`src/hdl/xor_checked_frame_deframer_defines.svh`:
```
// Assertion macros for the deframer RTL, used by the parser (xcfd_parse).
`ifndef XOR_CHECKED_FRAME_DEFRAMER_DEFINES_SVH
`define XOR_CHECKED_FRAME_DEFRAMER_DEFINES_SVH

`ifndef SYNTHESIS

// Same-cycle implication, disabled during reset
`define XCFD_ASSERT_IMPLY(label, clk, rst_n, ante, cons) \
	label: assert property (@(posedge clk) disable iff (!(rst_n)) (ante) |-> (cons)) \
		else $error("xcfd assertion failed");

// Next-cycle implication, disabled during reset
`define XCFD_ASSERT_NEXT(label, clk, rst_n, ante, cons) \
	label: assert property (@(posedge clk) disable iff (!(rst_n)) (ante) |=> (cons)) \
		else $error("xcfd assertion failed");

`else

`define XCFD_ASSERT_IMPLY(label, clk, rst_n, ante, cons)
`define XCFD_ASSERT_NEXT(label, clk, rst_n, ante, cons)

`endif

`endif

```
`src/hdl/xcfd_pkg.sv`:
```
// Types and constants shared by the frame deframer modules.
package xcfd_pkg;

	localparam int BYTE_W = 8;
	localparam int CFG_IDX_W = 1;

	localparam logic [BYTE_W-1:0] START_BYTE_RST = 8'h7E;
	localparam logic [BYTE_W-1:0] MAX_PAYLOAD_RST = 8'hFF;

	typedef enum logic [CFG_IDX_W-1:0] {
		CFG_START_BYTE = 1'b0,
		CFG_MAX_PAYLOAD = 1'b1
	} cfg_idx_t;

	typedef enum logic [2:0] {
		PH_HUNT = 3'd0,
		PH_LENGTH = 3'd1,
		PH_TYPE = 3'd2,
		PH_PAYLOAD = 3'd3,
		PH_CHECK = 3'd4
	} phase_t;

	typedef enum logic [1:0] {
		ST_OK = 2'd0,
		ST_BADSUM = 2'd1,
		ST_BADLEN = 2'd2
	} status_t;

	typedef struct packed {
		logic is_end;
		logic [BYTE_W-1:0] data;
		logic [BYTE_W-1:0] frame_type;
		status_t status;
	} res_t;

	typedef struct packed {
		logic [BYTE_W-1:0] start_byte;
		logic [BYTE_W-1:0] max_payload;
	} cfg_t;

endpackage

```
`src/hdl/xcfd_in_stage.sv`:
```
// Input register stage: holds one received word until the parser takes it.
module xcfd_in_stage (
	input  logic                      clk,
	input  logic                      arst_n,
	input  logic                      in_valid,
	output logic                      in_ready,
	input  logic [xcfd_pkg::BYTE_W-1:0] in_byte,
	input  logic                      advance,
	output logic                      valid_s1,
	output logic [xcfd_pkg::BYTE_W-1:0] byte_s1
);

	// Take a new word when the stage is empty or drains this cycle
	assign in_ready = !valid_s1 || advance;

	// Track occupancy
	always_ff @(posedge clk or negedge arst_n) begin
		if (!arst_n) begin
			valid_s1 <= 1'b0;
		end else if (in_ready) begin
			valid_s1 <= in_valid;
		end
	end

	// Capture payload
	always_ff @(posedge clk) begin
		if (in_ready && in_valid) begin
			byte_s1 <= in_byte;
		end
	end

endmodule

```
`src/hdl/xcfd_parse.sv`:
```
// Frame parser: phase state, checksum and the result register.
`include "xor_checked_frame_deframer_defines.svh"

module xcfd_parse (
	input  logic                      clk,
	input  logic                      arst_n,
	input  xcfd_pkg::cfg_t            cfg,
	input  logic                      valid_s1,
	input  logic [xcfd_pkg::BYTE_W-1:0] byte_s1,
	output logic                      advance,
	output logic                      out_valid,
	input  logic                      out_ready,
	output xcfd_pkg::res_t            res
);

	xcfd_pkg::phase_t phase_q, phase_d;
	logic [xcfd_pkg::BYTE_W-1:0] bytes_left_q, bytes_left_d;
	logic [xcfd_pkg::BYTE_W-1:0] running_xor_q, running_xor_d;
	logic [xcfd_pkg::BYTE_W-1:0] held_type_q, held_type_d;
	logic [xcfd_pkg::BYTE_W-1:0] left_dec;
	logic                      res_valid;
	xcfd_pkg::res_t            res_d;
	logic                      pop;

	// Result register frees up when empty or being taken
	assign advance = !out_valid || out_ready;
	assign pop = valid_s1 && advance;
	assign left_dec = bytes_left_q - 8'd1;

	// Next state
	always_comb begin
		phase_d = phase_q;
		bytes_left_d = bytes_left_q;
		running_xor_d = running_xor_q;
		held_type_d = held_type_q;
		unique case (phase_q)
			xcfd_pkg::PH_LENGTH: begin
				if (byte_s1 == '0 || byte_s1 > cfg.max_payload) begin
					phase_d = xcfd_pkg::PH_HUNT;
					bytes_left_d = '0;
				end else begin
					bytes_left_d = byte_s1;
					phase_d = xcfd_pkg::PH_TYPE;
				end
			end
			xcfd_pkg::PH_TYPE: begin
				held_type_d = byte_s1;
				running_xor_d = byte_s1;
				phase_d = xcfd_pkg::PH_PAYLOAD;
			end
			xcfd_pkg::PH_PAYLOAD: begin
				running_xor_d = running_xor_q ^ byte_s1;
				bytes_left_d = left_dec;
				if (left_dec == '0) begin
					phase_d = xcfd_pkg::PH_CHECK;
				end
			end
			xcfd_pkg::PH_CHECK: begin
				phase_d = xcfd_pkg::PH_HUNT;
			end
			default: begin
				phase_d = xcfd_pkg::PH_HUNT;
				if (byte_s1 == cfg.start_byte) begin
					held_type_d = '0;
					running_xor_d = '0;
					bytes_left_d = '0;
					phase_d = xcfd_pkg::PH_LENGTH;
				end
			end
		endcase
	end

	// Result for the word in the input stage
	always_comb begin
		res_valid = 1'b0;
		res_d = '{is_end: 1'b0, data: '0, frame_type: '0, status: xcfd_pkg::ST_OK};
		unique case (phase_q)
			xcfd_pkg::PH_LENGTH: begin
				if (byte_s1 == '0 || byte_s1 > cfg.max_payload) begin
					res_valid = 1'b1;
					res_d.is_end = 1'b1;
					res_d.status = xcfd_pkg::ST_BADLEN;
				end
			end
			xcfd_pkg::PH_PAYLOAD: begin
				res_valid = 1'b1;
				res_d.data = byte_s1;
				res_d.frame_type = held_type_q;
			end
			xcfd_pkg::PH_CHECK: begin
				res_valid = 1'b1;
				res_d.is_end = 1'b1;
				res_d.frame_type = held_type_q;
				res_d.status = (running_xor_q == byte_s1) ? xcfd_pkg::ST_OK
					: xcfd_pkg::ST_BADSUM;
			end
			default: begin
				res_valid = 1'b0;
			end
		endcase
	end

	// Advance parse state on each consumed word
	always_ff @(posedge clk or negedge arst_n) begin
		if (!arst_n) begin
			phase_q <= xcfd_pkg::PH_HUNT;
			bytes_left_q <= '0;
			running_xor_q <= '0;
			held_type_q <= '0;
		end else if (pop) begin
			phase_q <= phase_d;
			bytes_left_q <= bytes_left_d;
			running_xor_q <= running_xor_d;
			held_type_q <= held_type_d;
		end
	end

	// Result valid flag
	always_ff @(posedge clk or negedge arst_n) begin
		if (!arst_n) begin
			out_valid <= 1'b0;
		end else if (advance) begin
			out_valid <= pop && res_valid;
		end
	end

	// Result payload
	always_ff @(posedge clk) begin
		if (pop && res_valid) begin
			res <= res_d;
		end
	end

	`XCFD_ASSERT_IMPLY(a_payload_count, clk, arst_n, phase_q == xcfd_pkg::PH_PAYLOAD, bytes_left_q != '0)
	`XCFD_ASSERT_NEXT(a_check_to_hunt, clk, arst_n, pop && phase_q == xcfd_pkg::PH_CHECK, phase_q == xcfd_pkg::PH_HUNT)
	`XCFD_ASSERT_IMPLY(a_payload_status, clk, arst_n, out_valid && !res.is_end, res.status == xcfd_pkg::ST_OK)
	`XCFD_ASSERT_IMPLY(a_badlen_clean, clk, arst_n, out_valid && res.status == xcfd_pkg::ST_BADLEN, res.is_end && res.frame_type == '0 && res.data == '0)

endmodule

```
`src/hdl/xor_checked_frame_deframer.sv`:
```
// Top level of the length-prefixed frame deframer with XOR checksum.

// Takes one stream word per cycle while out_ready stays high: a word accepted on
// in_valid/in_ready sits in the input register, is parsed by the combinational phase
// logic and lands in the result register, from which its result is presented. Frames
// are start byte, length, type, payload and an XOR checksum over type and payload; each
// payload word comes out with the frame type, and the checksum word yields one end
// result (ok or bad checksum). A length of zero or above max_payload yields a
// bad-length end result and hunting resumes at the next word.
// Write start_byte and max_payload through cfg_we/cfg_index/cfg_data only while idle.
module xor_checked_frame_deframer (
	input  logic                         clk,
	input  logic                         arst_n,
	input  logic                         in_valid,
	output logic                         in_ready,
	input  logic [xcfd_pkg::BYTE_W-1:0]    in_byte,
	output logic                         out_valid,
	input  logic                         out_ready,
	output logic                         is_end,
	output logic [xcfd_pkg::BYTE_W-1:0]    data,
	output logic [xcfd_pkg::BYTE_W-1:0]    frame_type,
	output logic [1:0]                   status,
	input  logic                         cfg_we,
	input  logic [xcfd_pkg::CFG_IDX_W-1:0] cfg_index,
	input  logic [xcfd_pkg::BYTE_W-1:0]    cfg_data
);

	xcfd_pkg::cfg_t cfg_q;
	xcfd_pkg::res_t res;
	logic           advance;
	logic           valid_s1;
	logic [xcfd_pkg::BYTE_W-1:0] byte_s1;

	// Configuration registers
	always_ff @(posedge clk or negedge arst_n) begin
		if (!arst_n) begin
			cfg_q.start_byte <= xcfd_pkg::START_BYTE_RST;
			cfg_q.max_payload <= xcfd_pkg::MAX_PAYLOAD_RST;
		end else if (cfg_we) begin
			unique case (xcfd_pkg::cfg_idx_t'(cfg_index))
				xcfd_pkg::CFG_START_BYTE: cfg_q.start_byte <= cfg_data;
				xcfd_pkg::CFG_MAX_PAYLOAD: cfg_q.max_payload <= cfg_data;
				default: cfg_q <= cfg_q;
			endcase
		end
	end

	xcfd_in_stage u_in_stage (
		.clk      (clk),
		.arst_n   (arst_n),
		.in_valid (in_valid),
		.in_ready (in_ready),
		.in_byte  (in_byte),
		.advance  (advance),
		.valid_s1 (valid_s1),
		.byte_s1  (byte_s1)
	);

	xcfd_parse u_parse (
		.clk       (clk),
		.arst_n    (arst_n),
		.cfg       (cfg_q),
		.valid_s1  (valid_s1),
		.byte_s1   (byte_s1),
		.advance   (advance),
		.out_valid (out_valid),
		.out_ready (out_ready),
		.res       (res)
	);

	// Break out result fields
	assign is_end = res.is_end;
	assign data = res.data;
	assign frame_type = res.frame_type;
	assign status = res.status;

endmodule
```
`config.mk`:
```
export PLATFORM = sky130hd
export DESIGN_NAME = xor_checked_frame_deframer
export DESIGN_NICKNAME = d
export VERILOG_FILES = /design/src/hdl/xcfd_pkg.sv /design/src/hdl/xcfd_in_stage.sv /design/src/hdl/xcfd_parse.sv /design/src/hdl/xor_checked_frame_deframer.sv
export VERILOG_INCLUDE_DIRS = /design/src /design/src/hdl
export SDC_FILE = /design/constraint.sdc
export NUM_CORES = 1
export LEC_CHECK = 0
export BUFFER_PORTS_ARGS = -buffer_cell sky130_fd_sc_hd__buf_4
export CORE_MARGIN = 2
export CORE_UTILIZATION = 52
export DETAILED_ROUTE_END_ITERATION = 12
export PLACE_DENSITY = 0.75
export SYNTH_ARGS = -nofsm -noshare
export SYNTH_HDL_FRONTEND = slang
export SYNTH_HIERARCHICAL = 1
export SYNTH_SLANG_ARGS = --single-unit
```
`constraint.sdc`:
```
create_clock -name clk -period 2.75 [get_ports clk]
set_input_delay 0.275 -clock clk [delete_from_list [all_inputs] [get_ports clk]]
set_output_delay 0.275 -clock clk [all_outputs]
set_load 0.01 [all_outputs]
```
# [After elaboration in Yosys (flattened, before gate mapping)]
# Index checks and enable logic that the tools add are counted.
[totals] inputBits=22 regBits=72 elab_cells=65 out_inout_bits=21
[op_classes] order_cmp=1 bitwise_logic=5 reduce_logical=23 addsub=1 n_eq_ne=7 muxes=15
[ops] cell="8-bit case mux with 3 select lines" count=2
[ops] cell="8-bit == test" count=2
[ops] cell="8-bit zero test" count=2
[ops] cell="8-bit two-way mux" count=2
[ops] cell="8-bit case mux with 2 select lines" count=1
[ops] cell="3-bit case mux with 4 select lines" count=1
[ops] cell="3-bit AND reduction" count=3
[ops] cell="8-bit greater-than comparator" count=1
[ops] cell="8-bit by 1-bit subtractor with 8-bit output, second input constant" count=1
[ops] cell="8-bit XOR" count=1
[ops] cell="3-bit by 2-bit == test with 1-bit output, second input constant" count=2
[ops] cell="2-bit AND reduction" count=3
[ops] cell="3-bit nonzero test" count=2
[ops] cell="2-bit OR reduction" count=3
[ops] cell="2-bit two-way mux" count=2
[ops] cell="1-bit NOT" count=4
[ops] cell="1-bit case mux with 2 select lines" count=2
[ops] cell="2-bit case mux with 2 select lines" count=1
[ops] cell="3-bit by 1-bit == test with 1-bit output, second input constant" count=1
[ops] cell="3-bit == test, second input constant" count=1
[ops] cell="1-bit logical AND" count=3
[ops] cell="1-bit logical OR" count=3
[ops] cell="1-bit two-way mux" count=3
[ops] cell="3-bit two-way mux" count=1
[ops] cell="4 further kinds" count=5

# [Logic depth before layout (Yosys ltp)]
# Gate-level depths: netlist of the first run.
[logic_depth] ltp_word=5 depth_mapped=8 mapped_depth_nobuf=7

# [Modules after synthesis]
# The synthesis of the first run kept the hierarchy.
[modules_own_cells] module="xcfd_parse" seq_area_each_um2=1271.2 area_per_inst_um2=2715.1 cells_per_inst=278 instances=1
[modules_own_cells] module="xor_checked_frame_deframer" seq_area_each_um2=417.9 area_per_inst_um2=659.4 cells_per_inst=35 instances=1
[modules_own_cells] module="xcfd_in_stage" seq_area_each_um2=265.3 area_per_inst_um2=294.0 cells_per_inst=12 instances=1

# [Least setup slack after synthesis of the first run]
# OpenSTA, ideal clock, no wires.
[synth_path] path_kind="register to register" start="register cfg_q[1] (netlist bit)" end="register, netlist name u_parse/res[0]" period_less_slack_ns=2.960 required_ns=2.349 setup_slack_ns=-0.210 stages_incl_launch_ff=8 arrival_ns=2.559 n_path_buf=0 setup_ns=0.401 path_cell_list="dfstp_2 -> inv_1 -> ha_1 -> nor2b_1 -> o211ai_1 -> a211oi_1 -> o311ai_0 -> a21oi_1"
[synth_via] elab_chain_len=5
[synth_lines] item="start: declaration" line="xor_checked_frame_deframer.sv:28" source="xcfd_pkg::cfg_t cfg_q;"
[synth_lines] item="start signal: assignment" line="xor_checked_frame_deframer.sv:43" source="default: cfg_q <= cfg_q;"
[synth_lines] item="8-bit greater-than comparator" line="xcfd_parse.sv:79" source="if (byte_s1 == '0 || byte_s1 > cfg.max_payload) begin"
[synth_lines] item="1-bit logical OR" line="xcfd_parse.sv:79"
[synth_lines] item="1-bit two-way mux" line="xcfd_parse.sv:79"
[synth_lines] item="1-bit case mux with 2 select lines" line="xcfd_parse.sv:77" source="unique case (phase_q)"
[synth_lines] item="1-bit logical AND" line="xcfd_parse.sv:129" source="if (pop && res_valid) begin"
# No other way between the ends.
# A chain may end at the register's enable or synchronous reset.

# [Worst setup path in the final report of the first run]
[layout_path] start="register u_in_stage/byte_s1[7] (netlist bit)" end="register, netlist name u_parse/res[14]"
[layout_via] elab_chain_len=5 elab_cells_between_ends=6 classes_between="order compare: 1; mux: 2; reduce/logical: 3"
[layout_lines] item="start: declaration" line="xcfd_in_stage.sv:10" source="output logic [xcfd_pkg::BYTE_W-1:0] byte_s1"
[layout_lines] item="start signal: assignment" line="xcfd_in_stage.sv:28" source="byte_s1 <= in_byte;"
[layout_lines] item="8-bit greater-than comparator or 8-bit zero test (tied branches)" line="xcfd_parse.sv:79"
[layout_lines] item="1-bit logical OR (*)" line="xcfd_parse.sv:79"
[layout_lines] item="1-bit two-way mux (*)" line="xcfd_parse.sv:79"
[layout_lines] item="1-bit case mux with 2 select lines (*)" line="xcfd_parse.sv:77"
[layout_lines] item="1-bit logical AND (*)" line="xcfd_parse.sv:129"
# Every way passes the cells marked *; elsewhere a longest branch is shown, timed or not.

==> out/results.md, run 1 <==
• type of the worst setup path: reg -> reg
• proportion of total power due to net switching: 32.32%
• Routed WL per cell: 17.01 um
• Starting Density: 54.00%
• syn nets: 357
• Cells after Synth: 325
• CP peak stage delay: 0.55 ns
• main combinational cell family by area after synthesis: simple AND/OR/NAND/NOR gates
• number of placement rows: 30
• Clock Pin Slew Worst Setup and Hold Paths: 0.07 ns
• commonest non-fill, non-tap cell in the layout: sky130_fd_sc_hd__buf_4
• max-slew violations: 0
• setup repair after global routing missed its margin: false
• Non-Filler Instances: 476
• count of buffers added by post-CTS timing repair for setup: 0
• final setup violating endpoints: 0
• Total Routed Length: 8.099 mm
• share of the synthesized netlist area taken by xor and xnor gates: 4.775%
• Buffers & Inverters on Critical Path: 2
• slew at the pin closest to its max-slew limit: 0.6853 ns
• IO Count: 43
• Total Neg Setup Slack: 0 ns
• largest net degree at the start of global routing: 46
• synthesized-area fraction occupied by ao, oa, aoi and oai cells: 11.87%
• MaxCap Viol Count: 0
• number of buffers on the longest clock path: 2
• Post-CTS Hold Fix Bufs: 1
• Switch Pwr: 1291 uW
• Worst Path Required: 2.81 ns
• Reg2Reg Depth: 8
• series of cell instances along the critical path: ha_1, nand4_1, nor2_1, a211oi_1, o311ai_0, buf_4, a21oi_2, buf_12
• clock latency on the worst-skew pair: 0.35 ns
• top-area cell type share of the netlist area: 22.10%
• power share of the clock group: 25.4%
• endpoint arrival time on the critical path: 2.60 ns
• mux cell area share after synthesis: 5.730%
• upper clock frequency limit: 392.7 MHz
• per-instance average area after synthesis: 11.29 um2
• number of unique standard cell types used by synthesis: 52
• final period demand of the worst path: 2.547 ns
• Post-Synthesis Cell Area: 3669 um2
• number of design rule violations left after detail routing: 0
• total die area: 7743 um2
• total vias in the final route: 2737
• post-synthesis async set-or-reset flop share: 62.50%
• total global routing overflow: 0
• Area growth syn-to-layout: 20.09%
• DP HPWL: 5.578 mm
• via count of the first global-routing pass: 2608
• synthesized-area fraction occupied by adder cells: 3.411%
• element type at the critical path end: register
• total placed cells including tap cells: 459
• RR Endpoint: u_parse/res[14]
• leakage dissipation: 0.001911 uW
• first-pass iteration count of the detailed router: 6
• GRT Total Usage: 22.64%
• cts bufs inserted: 9
• antenna violations before repair: 0
• period utilization: 92.61%
• Setup crit end: u_parse/res[14]
• biggest area contributors in the synthesized netlist: sky130_fd_sc_hd__edfxtp_1, sky130_fd_sc_hd__dfrtp_1, sky130_fd_sc_hd__dfstp_2
• number of DRC markers in iteration 0: 253
• worst slew margin relative to its limit: 54.22%
• Crit path depth: 8
• global placer's final weighted congestion: 0.9339
• chip height: 88.00 um
• number of gates resized after CTS: 0
• part of the power in combinational logic: 31.5%
• layout net count: 407
• quantity of I/O buffers inserted on ports: 42
• kind of path behind the tightest hold check: in -> reg
• worst-path maximum fanout: 19
• Yosys warning total: 6
• endpoints failing hold: 0
• DIE WIDTH: 88.00 um
• Via density: 5.750
• highest-count cells in the layout ignoring fill and taps: sky130_fd_sc_hd__buf_4, sky130_fd_sc_hd__dfrtp_1, sky130_fd_sc_hd__edfxtp_1, sky130_fd_sc_hd__nor2_1, sky130_fd_sc_hd__inv_1
• cell at the root of the clock tree: sky130_fd_sc_hd__clkbuf_8
• Power per Cell Area: 906.6 nW/um2
• first-pass GRT wire length: 13.14 mm
• kind of start point of the critical path: register
• source of the worst register-to-register timing path: u_in_stage/byte_s1[7]
• register area share after synthesis: 53.27%
• area inside the core boundary: 6794 um2
• clk_skew: 0.007274 ns
• Top delay family on crit path: compound AO/OA/AOI/OAI gates
• number of clock sinks: 72
• clock tree from TritonCTS: done
• dominant synthesized flop cell: sky130_fd_sc_hd__dfrtp_1
• fraction of layout instances using a drive strength above 1: 29.21%
• cell type with the highest aggregate area in the netlist: sky130_fd_sc_hd__edfxtp_1
• status: complete, no violations
• slowest cell on the critical path: sky130_fd_sc_hd__edfxtp_1
• worst setup path start: u_in_stage/byte_s1[7]
• number of flops mapped to enable cells by yosys: 27
• number of antenna repair diodes: 0
• VDD IR-drop max: 0.3656 mV
• area fraction in and, or, nand and nor cells after synthesis: 16.06%
• internal power: 2703 uW
• Yosys reg bits: 72
• remaining number of nets flagged by the antenna check after routing: 0
• Worst R2R Setup Slack: 0.20 ns
• H-tree lvl count: 3
• sequential fraction of design power: 43.1%
[through the flow]
| stage | area, um2 | power, uW | hold slack (ns) | setup WS (ns) | utilization [%] |
|---|---|---|---|---|---|
| 2_1_floorplan | 3672 | 2544 | -0.02059 | 0.1294 | - |
| 3_5_place_dp | 4151 | 2972 | 0.3168 | 0.2806 | 61.11 |
| 3_3_place_gp | 4151 | 2926 | 0.3121 | 0.3510 | 61.11 |
| 5_1_grt | 4405 | 4219 | 0.08659 | 0.03587 | 64.84 |
| 4_1_cts | 4405 | 4009 | 0.08181 | 0.2164 | 64.84 |
| 6_report | 4405 | 3994 | 0.09647 | 0.2032 | 64.84 |
[Yosys cell counts, types with 2 or more instances]
library cell,count
sky130_fd_sc_hd__mux2_2,8
sky130_fd_sc_hd__and3_1,8
sky130_fd_sc_hd__xnor2_1,3
sky130_fd_sc_hd__a221o_1,7
sky130_fd_sc_hd__and2_1,3
sky130_fd_sc_hd__dfstp_2,14
sky130_fd_sc_hd__a22o_1,8
sky130_fd_sc_hd__nand2b_1,4
sky130_fd_sc_hd__clkbuf_1,13
sky130_fd_sc_hd__a21oi_1,9
sky130_fd_sc_hd__nand2_1,6
sky130_fd_sc_hd__a31oi_1,4
sky130_fd_sc_hd__nor2b_1,11
sky130_fd_sc_hd__inv_1,24
sky130_fd_sc_hd__mux2_4,8
sky130_fd_sc_hd__nor4_1,2
sky130_fd_sc_hd__or4_1,7
sky130_fd_sc_hd__o21ai_0,9
sky130_fd_sc_hd__nand4_1,4
sky130_fd_sc_hd__ha_1,10
sky130_fd_sc_hd__edfxtp_1,27
sky130_fd_sc_hd__dfrtp_1,31
sky130_fd_sc_hd__nor2_1,27
sky130_fd_sc_hd__o32ai_1,8
sky130_fd_sc_hd__nor3_1,19
sky130_fd_sc_hd__nand3_1,4
sky130_fd_sc_hd__xor2_1,17
sky130_fd_sc_hd__nor4_2,2
sky130_fd_sc_hd__buf_2,5
[worst min-delay path by stage]
stage	startpoint	to	slack [ns]	cells past startpoint
after global routing	in_byte[2]	u_in_stage/byte_s1[2]	0.09	1
after global placement	arst_n	u_parse/running_xor_q[3]	0.31	1
after CTS	in_byte[2]	u_in_stage/byte_s1[2]	0.08	1
after detailed placement	arst_n	u_parse/running_xor_q[3]	0.32	1
final	in_byte[2]	u_in_stage/byte_s1[2]	0.1	1
after floorplan	arst_n	cfg_q[15]	-0.02	0
[sequential cells by signal, indices dropped and copies added, names as in the netlist]
name                   count
cfg_q                     16
u_in_stage/byte_s1         8
u_in_stage/valid_s1        1
u_parse/bytes_left_q       8
u_parse/held_type_q        8
u_parse/out_valid          1
u_parse/phase_q            3
u_parse/res               19
u_parse/running_xor_q      8
[area by class of cell]
type / count / area, um2
fillers: 522 / 2389
flip-flops and latches: 72 / 1954
multi-input cells: 209 / 1539
repair buffers: 59 / 457.9
clock buffers: 10 / 137.6
well taps: 96 / 120.1
clock inverters: 6 / 106.4
inverters: 24 / 90.09
[cells by family (layout without fill, tap and decap cells)]
| group | Yosys count | in the layout |
|---|---|---|
| muxes | 16 | 16 |
| DFF | 72 | 72 |
| xor gates and xnor gates | 20 | 20 |
| and+or+nand+nor | 105 | 105 |
| AOI/OAI and AO/OA | 58 | 58 |
| buffers and inverters | 44 | 99 |
| adders and majority gates | 10 | 10 |
[power groups by stage]
| stage | logic, uW | registers [uW] | clock network [uW] |
|---|---|---|---|
| after floorplan | 861 | 1680 | 0 |
| after global placement | 1200 | 1720 | 0 |
| after detailed placement | 1240 | 1730 | 0 |
| after CTS | 1260 | 1720 | 1040 |
| after global routing | 1380 | 1760 | 1080 |
| final | 1260 | 1720 | 1010 |
[per-layer routing]
| metal | wire length [um] | part of all wire [%] | vias to the layer above | track usage [%] |
|---|---|---|---|---|
| li1 | - | - | 1285 | - |
| met1 | 3559 | 44 | 1307 | 32.12 |
| met2 | 3786 | 47 | 127 | 33.75 |
| met3 | 565 | 7.0 | 18 | 4.241 |
| met4 | 189 | 2.3 | 0 | 10.77 |
| met5 | 0 | 0 | - | 0 |
Note: power is estimated with default switching activity, not from simulation.
==> inputs of run 2 (changes only) <==
Settings changed: PLACE_DENSITY 0.75 to 0.81.
==> run 2 against run 1 <==
  * Non-clock buffer count fell by 1
  * Total power fell by 7.2%
  * Flip-flop and latch count did not move
  * Clock skew rose by 0.0015 ns
  * Cell count fell by 0.21%
  * Fmax fell by 0.16%
  * Combinational power fell by 3%
  * Largest power group unchanged
==> out/results.md, run 2 (synthesized netlist as in run 1, its figures left out) <==
• number of design rule violations left after detail routing: 0
• Power per Cell Area: 858.5 nW/um2
• total die area: 7743 um2
• slowest cell on the critical path: sky130_fd_sc_hd__edfxtp_1
• clk_skew: 0.008732 ns
• series of cell instances along the critical path: ha_1, nand4_1, nor2_1, a211oi_1, o311ai_0, buf_4, a21oi_2, buf_4
• GRT Total Usage: 22.26%
• Starting Density: 54.00%
• most frequent cell on the critical path: sky130_fd_sc_hd__buf_4
• type of the worst setup path: reg -> reg
• chip height: 88.00 um
• Switch Pwr: 1263 uW
• part of the power in combinational logic: 33.0%
• cts bufs inserted: 9
• number of buffers on the longest clock path: 2
• Total Neg Setup Slack: 0 ns
• global placer's final weighted congestion: 0.9443
• VDD IR-drop max: 0.4896 mV
• DIE WIDTH: 88.00 um
• Total Routed Length: 7.831 mm
• antenna violations before repair: 0
• final worst hold slack: 0.09284 ns
• kind of start point of the critical path: register
• final period demand of the worst path: 2.551 ns
• highest-count cells in the layout ignoring fill and taps: sky130_fd_sc_hd__buf_4, sky130_fd_sc_hd__dfrtp_1, sky130_fd_sc_hd__edfxtp_1, sky130_fd_sc_hd__nor2_1, sky130_fd_sc_hd__inv_1
• clock latency on the worst-skew pair: 0.36 ns
• final instance area: 4318 um2
• worst slew margin relative to its limit: 56.91%
• sequential fraction of design power: 46.3%
• quantity of I/O buffers inserted on ports: 42
• CP peak stage delay: 0.57 ns
• max-slew violations: 0
• layout net count: 406
• endpoints failing hold: 0
• status: complete, no violations
• cell at the root of the clock tree: sky130_fd_sc_hd__clkbuf_8
• DP HPWL: 5.486 mm
• number of placement rows: 30
• number of flip-flops in the largest register: 19
• count of buffers added by post-CTS timing repair for setup: 0
• period utilization: 92.76%
• leakage dissipation: 0.001879 uW
• number of clock sinks: 72
• remaining number of nets flagged by the antenna check after routing: 0
• worst-path maximum fanout: 19
• Clock Pin Slew Worst Setup and Hold Paths: 0.07 ns
• element type at the critical path end: register
• via count of the first global-routing pass: 2485
• first-pass iteration count of the detailed router: 5
• total vias in the final route: 2664
• fraction of layout instances using a drive strength above 1: 28.76%
• Worst Path Required: 2.80 ns
• slew at the pin closest to its max-slew limit: 0.6450 ns
• proportion of total power due to net switching: 34.08%
• Via density: 5.608
• Placed Area: 4131 um2
• upper clock frequency limit: 392.0 MHz
• setup repair after global routing missed its margin: false
• endpoint arrival time on the critical path: 2.60 ns
• MaxCap Viol Count: 0
• Most flops, register: u_parse/res
• Largest regs: u_parse/res x19, cfg_q x16
• number of DRC markers in iteration 0: 259
• number of antenna repair diodes: 0
• largest net degree at the start of global routing: 46
• internal power: 2444 uW
• kind of path behind the tightest hold check: in -> reg
• IO Count: 43
• H-tree lvl count: 3
• Area growth syn-to-layout: 17.70%
• clock tree from TritonCTS: done
• total global routing overflow: 0
• Overall Power: 3707 uW
• first-pass GRT wire length: 12.81 mm
• power share of the clock group: 20.7%
• Routed WL per cell: 16.49 um
• Worst R2R Setup Slack: 0.20 ns
• final setup violating endpoints: 0
• commonest non-fill, non-tap cell in the layout: sky130_fd_sc_hd__buf_4
• area inside the core boundary: 6794 um2
==> run 2: critical path: cells and delay by family (launching register included) <==
family,cells,cell delay [ns]
AND/OR/NAND/NOR,2,0.19
buffers and inverters,2,0.47
flip-flops,1,0.57
adder cells (fa/ha/maj),1,0.40
AO/OA/AOI/OAI,3,0.61
==> run 2: cell type report <==
type / instances / area, um2
well taps: 96 / 120.1
multi-input cells: 209 / 1539
flip-flops and latches: 72 / 1954
clock inverters: 4 / 20.02
fillers: 519 / 2476
clock buffers: 12 / 156.4
repair buffers: 58 / 437.9
inverters: 24 / 90.09
==> run 2: per-layer routing <==
layer | GRT usage, % | routed length [um] | vias to the layer above | share of wire (%)
met2 | 33.26 | 3636 | 115 | 46
met5 | 0 | 0 | - | 0
met1 | 32.53 | 3513 | 1266 | 45
li1 | - | - | 1271 | -
met3 | 6.126 | 566 | 12 | 7.2
met4 | 5.455 | 114 | 0 | 1.5
==> run 2: worst paths after layout <==
kind	from	to	cells past startpoint
setup / recovery	u_in_stage/byte_s1[5]	u_parse/res[15]	8
hold / removal	in_byte[3]	u_in_stage/byte_s1[3]	1
setup reg to reg	u_in_stage/byte_s1[5]	u_parse/res[15]	8
hold reg to reg	u_parse/held_type_q[1]	u_parse/held_type_q[1]	1
max in group asynchronous	arst_n	u_parse/running_xor_q[6]	2
min in group asynchronous	arst_n	u_parse/bytes_left_q[0]	2
==> run 2: repair_timing <==
action,in CTS,in global routing
setup endpoints to repair,0,0
gates resized for setup,0,0
hold buffers,1,0
endpoints found under the hold margin,31,0
==> run 2: power groups by stage <==
| stage | sequential, uW | combinational (uW) | clock, uW |
|---|---|---|---|
| 2_1_floorplan | 1680 | 861 | 0 |
| 3_3_place_gp | 1720 | 1180 | 0 |
| 3_5_place_dp | 1730 | 1220 | 0 |
| 4_1_cts | 1710 | 1220 | 774 |
| 5_1_grt | 1760 | 1350 | 827 |
| 6_report | 1720 | 1220 | 766 |
==> run 2: metrics by stage <==
step | std cells | worst slack, ns | util [%]
finish | 475 | 0.1992 | 63.55
global route | 475 | 0.06333 | 63.55
CTS | 475 | 0.2129 | 63.55
detailed placement | 458 | 0.2215 | 60.81
global placement | 458 | 0.3115 | 60.81
floorplan | 325 | 0.1294 | -
